**src/sv/tsam_pkg.sv**
```systemverilog
package tsam_pkg;

	// default node capacity and register reset
	localparam int NODES_DEF = 8;
	localparam logic [3:0] NODE_COUNT_RST = 4'd5;

	// field widths
	localparam int ROW_W = 8;
	localparam int NODE_W = 3;
	localparam int COUNT_W = 4;
	localparam int INDEX_W = 3;

	// command codes
	localparam logic FUNC_LOAD = 1'b0;
	localparam logic FUNC_RUN = 1'b1;

	// result status codes
	localparam logic STAT_OK = 1'b0;
	localparam logic STAT_CYCLE = 1'b1;

endpackage

```
**src/sv/tsam_ram.sv**
```systemverilog
module tsam_ram #(
	parameter int WIDTH = 3,
	parameter int DEPTH = 8,
	localparam int AW = (DEPTH > 1) ? $clog2(DEPTH) : 1
) (
	input  logic             clk,
	input  logic             we,
	input  logic [AW-1:0]    waddr,
	input  logic [WIDTH-1:0] wdata,
	input  logic [AW-1:0]    raddr,
	output logic [WIDTH-1:0] rdata
);

	logic [WIDTH-1:0] mem_q [DEPTH];
	logic [WIDTH-1:0] rdata_q;

	// single write port, registered read
	always_ff @(posedge clk) begin
		if (we) begin
			mem_q[waddr] <= wdata;
		end
		rdata_q <= mem_q[raddr];
	end

	assign rdata = rdata_q;

endmodule

```
**src/sv/tsam_pick.sv**
```systemverilog
module tsam_pick #(
	parameter int NODES = tsam_pkg::NODES_DEF,
	localparam int IW = $clog2(NODES)
) (
	input  logic [tsam_pkg::ROW_W-1:0] rows [NODES],
	input  logic [NODES-1:0]           unplaced,
	output logic                       found,
	output logic [IW-1:0]              idx
);

	logic [tsam_pkg::ROW_W-1:0] blocked;
	logic [NODES-1:0]           cand;

	// columns hit by any unplaced source row
	always_comb begin
		blocked = '0;
		for (int s = 0; s < NODES; s++) begin
			if (unplaced[s]) begin
				blocked = blocked | rows[s];
			end
		end
	end

	// free nodes: unplaced and not blocked; nodes past the row width are never blocked
	always_comb begin
		for (int k = 0; k < NODES; k++) begin
			if (k < tsam_pkg::ROW_W) begin
				cand[k] = unplaced[k] & ~blocked[k % tsam_pkg::ROW_W];
			end else begin
				cand[k] = unplaced[k];
			end
		end
	end

	// lowest-numbered free node
	always_comb begin
		idx = '0;
		for (int k = NODES - 1; k >= 0; k--) begin
			if (cand[k]) begin
				idx = IW'(k);
			end
		end
	end

	assign found = |cand;

endmodule

```
**src/sv/topological_sort_adjacency_matrix.sv**
```systemverilog
// Kahn topological sort over an adjacency matrix held in flip-flops. A beat with func
// = load writes one outgoing-edge row; a beat with func = run places one node per
// cycle through a shared pick unit (OR of the unplaced rows and a lowest-free priority
// encoder) until all n nodes are placed or a cycle stops it early. A sorted run then
// emits its n results, each read from the order RAM in S_EMIT_RD (registered read)
// and loaded into the output register in S_EMIT_WR; a cycle verdict is one result.
// in_stall stays high from the run beat until the last result has entered the output
// register. The user writes node_count over cfg_valid/cfg_ready only while the block
// is idle; the block itself does not enforce this. node_count is clamped to 1..NODES.
module topological_sort_adjacency_matrix #(
	parameter int NODES = tsam_pkg::NODES_DEF
) (
	input  logic                            clk,
	input  logic                            arst_n,
	// config write
	input  logic                            cfg_valid,
	output logic                            cfg_ready,
	input  logic [tsam_pkg::COUNT_W-1:0]    node_count,
	// input channel
	input  logic                            in_valid,
	output logic                            in_stall,
	input  logic                            func,
	input  logic [tsam_pkg::INDEX_W-1:0]    row_index,
	input  logic [tsam_pkg::ROW_W-1:0]      row_bits,
	// output channel
	output logic                            out_valid,
	input  logic                            out_stall,
	output logic [tsam_pkg::NODE_W-1:0]     node,
	output logic                            status,
	output logic                            last
);

	localparam int IW = $clog2(NODES);
	localparam int NW = $clog2(NODES + 1);

	localparam logic [2:0] S_IDLE    = 3'd0;
	localparam logic [2:0] S_SORT    = 3'd1;
	localparam logic [2:0] S_EMIT_RD = 3'd2;
	localparam logic [2:0] S_EMIT_WR = 3'd3;
	localparam logic [2:0] S_CYC     = 3'd4;

	logic [2:0]                       state_q;
	logic [tsam_pkg::COUNT_W-1:0]     nc_q;
	logic [tsam_pkg::ROW_W-1:0]       rows_q [NODES];
	logic [NODES-1:0]                 mask_q;
	logic [NW-1:0]                    cnt_q;
	logic [NW-1:0]                    idx_q;
	logic                             out_valid_q;
	logic [tsam_pkg::NODE_W-1:0]      node_q;
	logic                             status_q;
	logic                             last_q;

	logic [NW-1:0]                    n;
	logic [NODES-1:0]                 act;
	logic [NODES-1:0]                 unplaced;
	logic                             pick_found;
	logic [IW-1:0]                    pick_idx;
	logic [NW-1:0]                    cnt_nxt;
	logic [NW-1:0]                    idx_nxt;
	logic                             out_free;
	logic                             out_load;
	logic                             ram_we;
	logic [tsam_pkg::NODE_W-1:0]      ram_rdata;

	// node count in use, clamped to 1..NODES
	always_comb begin
		if (nc_q == '0) begin
			n = NW'(1);
		end else if (int'(nc_q) > NODES) begin
			n = NW'(NODES);
		end else begin
			n = NW'(nc_q);
		end
	end

	// nodes below the count that are still unplaced
	always_comb begin
		for (int s = 0; s < NODES; s++) begin
			act[s] = (NW'(s) < n);
		end
	end
	assign unplaced = act & ~mask_q;

	tsam_pick #(
		.NODES(NODES)
	) u_pick (
		.rows     (rows_q),
		.unplaced (unplaced),
		.found    (pick_found),
		.idx      (pick_idx)
	);

	// order store, written while placing, read while emitting
	assign ram_we = (state_q == S_SORT) && pick_found;

	tsam_ram #(
		.WIDTH(tsam_pkg::NODE_W),
		.DEPTH(NODES)
	) u_order (
		.clk   (clk),
		.we    (ram_we),
		.waddr (cnt_q[IW-1:0]),
		.wdata (tsam_pkg::NODE_W'(pick_idx)),
		.raddr (idx_q[IW-1:0]),
		.rdata (ram_rdata)
	);

	assign cnt_nxt  = cnt_q + 1'b1;
	assign idx_nxt  = idx_q + 1'b1;
	assign out_free = !out_valid_q || !out_stall;
	assign out_load = out_free && (state_q == S_EMIT_WR || state_q == S_CYC);

	// sequencer, graph store and output register
	always_ff @(posedge clk or negedge arst_n) begin
		if (!arst_n) begin
			state_q     <= S_IDLE;
			nc_q        <= tsam_pkg::NODE_COUNT_RST;
			mask_q      <= '0;
			cnt_q       <= '0;
			idx_q       <= '0;
			out_valid_q <= 1'b0;
			node_q      <= '0;
			status_q    <= tsam_pkg::STAT_OK;
			last_q      <= 1'b0;
			for (int r = 0; r < NODES; r++) begin
				rows_q[r] <= '0;
			end
		end else begin
			if (cfg_valid) begin
				nc_q <= node_count;
			end
			// output valid: set by a new result, cleared when the held beat leaves
			if (out_load) begin
				out_valid_q <= 1'b1;
			end else if (out_valid_q && !out_stall) begin
				out_valid_q <= 1'b0;
			end
			case (state_q)
				S_IDLE: begin
					if (in_valid) begin
						if (func == tsam_pkg::FUNC_RUN) begin
							mask_q  <= '0;
							cnt_q   <= '0;
							state_q <= S_SORT;
						end else if (int'(row_index) < NODES) begin
							rows_q[IW'(row_index)] <= row_bits;
						end
					end
				end
				S_SORT: begin
					if (pick_found) begin
						mask_q[pick_idx] <= 1'b1;
						cnt_q            <= cnt_nxt;
						if (cnt_nxt == n) begin
							idx_q   <= '0;
							state_q <= S_EMIT_RD;
						end
					end else begin
						state_q <= S_CYC;
					end
				end
				S_EMIT_RD: begin
					state_q <= S_EMIT_WR;
				end
				S_EMIT_WR: begin
					if (out_free) begin
						node_q      <= ram_rdata;
						status_q    <= tsam_pkg::STAT_OK;
						last_q      <= (idx_nxt == n);
						if (idx_nxt == n) begin
							state_q <= S_IDLE;
						end else begin
							idx_q   <= idx_nxt;
							state_q <= S_EMIT_RD;
						end
					end
				end
				S_CYC: begin
					if (out_free) begin
						node_q      <= '0;
						status_q    <= tsam_pkg::STAT_CYCLE;
						last_q      <= 1'b1;
						state_q     <= S_IDLE;
					end
				end
				default: begin
					state_q <= S_IDLE;
				end
			endcase
		end
	end

	assign cfg_ready = 1'b1;
	assign in_stall  = (state_q != S_IDLE);
	assign out_valid = out_valid_q;
	assign node      = node_q;
	assign status    = status_q;
	assign last      = last_q;

	// a cycle verdict is a single, final beat with node zero
	a_cycle_beat: assert property (@(posedge clk) disable iff (!arst_n)
		out_valid && status == tsam_pkg::STAT_CYCLE |-> node == '0 && last)
		else $error("cycle result malformed");

	// placing never runs past the node count
	a_cnt_bound: assert property (@(posedge clk) disable iff (!arst_n)
		state_q == S_SORT |-> cnt_q < n)
		else $error("placed count past node count");

	// emission starts only with every active node placed
	a_all_placed: assert property (@(posedge clk) disable iff (!arst_n)
		state_q == S_EMIT_RD && $past(state_q) == S_SORT |-> (mask_q == act && cnt_q == n))
		else $error("emission with unplaced nodes");

	// input is held off for the whole run
	a_run_holds: assert property (@(posedge clk) disable iff (!arst_n)
		in_valid && !in_stall && func == tsam_pkg::FUNC_RUN |=> in_stall)
		else $error("input accepted during run");

endmodule

```
**config.mk**
```make
export PLATFORM = sky130hd
export DESIGN_NAME = topological_sort_adjacency_matrix
export DESIGN_NICKNAME = d
export VERILOG_FILES = /design/src/sv/tsam_pkg.sv /design/src/sv/tsam_ram.sv /design/src/sv/tsam_pick.sv /design/src/sv/topological_sort_adjacency_matrix.sv
export SDC_FILE = /design/constraint.sdc
export NUM_CORES = 1
export LEC_CHECK = 0
export ABC_CLOCK_PERIOD_IN_PS = 8400
export BUFFER_PORTS_ARGS = -buffer_cell sky130_fd_sc_hd__buf_2
export CORE_MARGIN = 1
export CORE_UTILIZATION = 64
export DETAILED_ROUTE_END_ITERATION = 7
export PLACE_DENSITY = 0.83
export RECOVER_POWER = 25
export SYNTH_ARGS = -nofsm -noshare
export SYNTH_HDL_FRONTEND = slang
export SYNTH_HIERARCHICAL = 1
export SYNTH_SLANG_ARGS = --single-unit
```
**constraint.sdc**
```tcl
create_clock -name clk -period 8.4 [get_ports clk]
set_input_delay 0.42 -clock clk [delete_from_list [all_inputs] [get_ports clk]]
set_output_delay 0.42 -clock clk [all_outputs]
set_load 0.05 [all_outputs]
```
==> impl_results.md <==
- Status: finished with violations
- Failing checks: max-capacitance violations, max-slew violations
- Layout cell share with drive strength beyond 1: 0.3016
- Core ar.: 0.008678 sq mm
- Antenna violations before repair: 0
- Final-report setup violation count: 0
- Vias per cell: 6.483
- Crit path largest cell delay: 2280 ps
- # DRC: 0
- Worst Setup Slack post-DPL: 4636 ps
- Leakage: 2.764 nW
- CP max FO: 60
- Primary FF master, synth: dfrtp_1
- Final core utilization: 0.7402
- Die area: 0.009286 sq mm
- Hold crit path type: input pin to flip-flop
- Gr usage total: 0.2929
- Critical Path End Type: async pin
- RSZ-0062 raised after global routing: false
- Critical Path Source: arst_n
- First-pass GRT wire length: 19500 um
- Largest net degree at the start of global routing: 61
- Fmax: 212.6 MHz
- Multi-input gate area: 0.002409 sq mm
- Clock sink count: 120
- Max-slew violations: 96
- Seq/Total Area, Yosys: 0.5458
- Chip width: 96.37 um
- Top routing layer used: met4
- Post-synth EDFFs: 24
- # nets final: 504
- Relative slew slack: -1.062
- Total number of yosys warnings: 6
- Cell count along the critical path: 3
- Worst VDD drop: 0.2180 mV
- Synth top area share: 0.3996
- Worst Tran Pin Value: 3093 ps
- Via count: 3903
- CTS tree: built
- Vias in the first global route: 3813
- Antenna diodes: 0
- Synth area leader: dfrtp_1
- Register bit total from synthesis: 120
- First-pass DRT Iterations: 5
- Die Span Y: 96.37 um
- Top-count cell post-synth: dfrtp_1
- Total I/O pin count: 29
- Initial core utilization: 0.6567
- Tcrit/Tclk final: 0.5600
- Area post-placement: 0.005852 sq mm
- Site Rows: 34
- Post-synthesis cell area: 0.005699 sq mm
- # fillers: 556
- Dpl hpwl: 8285 um
- Area Overhead vs Synth: 12.71%
- Max cap viols: 2
- GPL Wtd Cong: 0.8047
- Arrival time at the worst endpoint: 4640 ps
- R2R Path End: u_order/mem_q[4][2]
- DR iter-0 viols: 169
- Worst skew pair latency: 520 ps
- Critical path destination: rows_q[22]
- Cell mode on critical path: clkbuf_1
- Final hold vios: 0
- Slowest cell on crit path: clkbuf_1
- Required time worst endpoint: 8340 ps
- H-tree depth: 4
- Pwr Density: 418.0 mW/mm^2
- Wire length per cell: 20.79 um
- Met2 WL: 6491 um
- Netlist cell types: 64
- Root Driver: clkbuf_8
- Clk slew on worst S/H paths: 60 ps
- Crit path time final: 4704 ps
- Post-DRT Antenna Nets: 0
- Resize count post-CTS: 0
- Routed wire length: 12520 um
- Startpoint Class: input pin
- Worst path cell trace: dlygate4sd3_1 > clkbuf_1 > clkbuf_1
- Synth top cells by count: 91 x dfrtp_1, 71 x mux2_2, 38 x nor2_1
- Max clock buf depth: 2
- Cells on worst reg2reg path: 12
- Setup tns final: 0 ps
- Num CTS Buffers: 17
- Critical path's top delay family: buffers and inverters
- Net Count, Synth: 475
- IO Port Bufs: 27
- Post-Synthesis Cells: 452
- Critical R2R Launch: nc_q[2]
- WL met1: 4962 um
- Sequential Area: 0.003110 sq mm
- Syn_area_per_cell: 12.61 sq um
- Largest cells by area after synthesis: dfrtp_1 40%, mux2_2 14%, edfxtp_1 13%
- Internal reg-to-reg setup slack: 4380 ps
- Async S/R FF share, synth: 0.7750
- Hold WS: 143.7 ps
- Worst Clk Skew: 11.59 ps
- Crit Path Class: input pin to async pin
- Met3 WL post-DR: 727 um
- CP Buf/Inv Count: 3
- Design area: 0.006424 sq mm
- Grt total ovfl: 0
- Setup slack after layout: 3696 ps
## sequential cells by signal, summed over array words and instances (netlist names)
register       flops
cnt_q              4
idx_q              4
last               1
mask_q             8
nc_q               4
node               3
out_valid          1
rows_q            64
state_q            3
status             1
u_order/mem_q     24
u_order/rdata      3
## how the worst min path moves through the flow
stage | from | cells after the start | end | slack [ps]
final | node_count[2] | 2 | nc_q[2] | 140
after global routing | node_count[1] | 2 | nc_q[1] | 140
after CTS | node_count[2] | 2 | nc_q[2] | 130
after detailed placement | arst_n | 1 | mask_q[0] | 410
after global placement | arst_n | 1 | mask_q[3] | 400
after floorplan | arst_n | 0 | cnt_q[0] | 120
## layer usage
metal  GRT usage  up-vias
met5           0        -
met4      0.1569        0
met3     0.07820       36
met2      0.4923      138
met1      0.3426     1975
li1            -     1754
## cell families after synthesis
family / after synthesis / synth area share
simple gates: 129 / 0.1258
compound gates: 82 / 0.1054
xor+xnor: 8 / 0.01471
other cells: 1 / 0.0006580
buf+inv: 31 / 0.03161
flops: 120 / 0.5458
mux: 79 / 0.1717
fa+ha+maj: 2 / 0.004390
## repair_timing
item	in CTS	in global routing
endpoints found under the hold margin	33	0
setup buffers	0	0
hold buffers	1	0
## cell type report
class,count,area share
Tap cell,108,0.02104
Clock inverter,13,0.02104
Sequential cell,120,0.4842
Multi-Input combinational cell,301,0.3750
Clock buffer,19,0.06876
Inverter,10,0.005843
Timing Repair Buffer,31,0.02415
## stage by stage
step	cells	power, mW
finish	602	2.685
global route	602	2.834
CTS	602	2.687
detailed placement	569	1.977
global placement	569	1.932
floorplan	452	1.747
## cells in the final DEF (no fill, tap or decap), types with 5 or more instances in the layout
master,instances
a21oi_1,18
nor2b_1,5
inv_1,7
buf_2,20
mux2_2,71
nand2b_1,9
dfrtp_1,91
o21ai_0,8
clkbuf_16,16
inv_6,5
nor3_1,7
nand2_1,27
mux4_1,6
clkbuf_1,8
xnor2_1,5
nor2_1,38
nand4_1,5
edfxtp_1,24
a22oi_1,21
nand3_1,8
## report_power, final
part | switching [mW] | total [mW] | internal [mW]
registers | 0.170 | 1.05 | 0.879
clock network | 0.282 | 0.698 | 0.416
logic | 0.545 | 0.937 | 0.392
No activity file was read; power rests on OpenSTA's default activity.
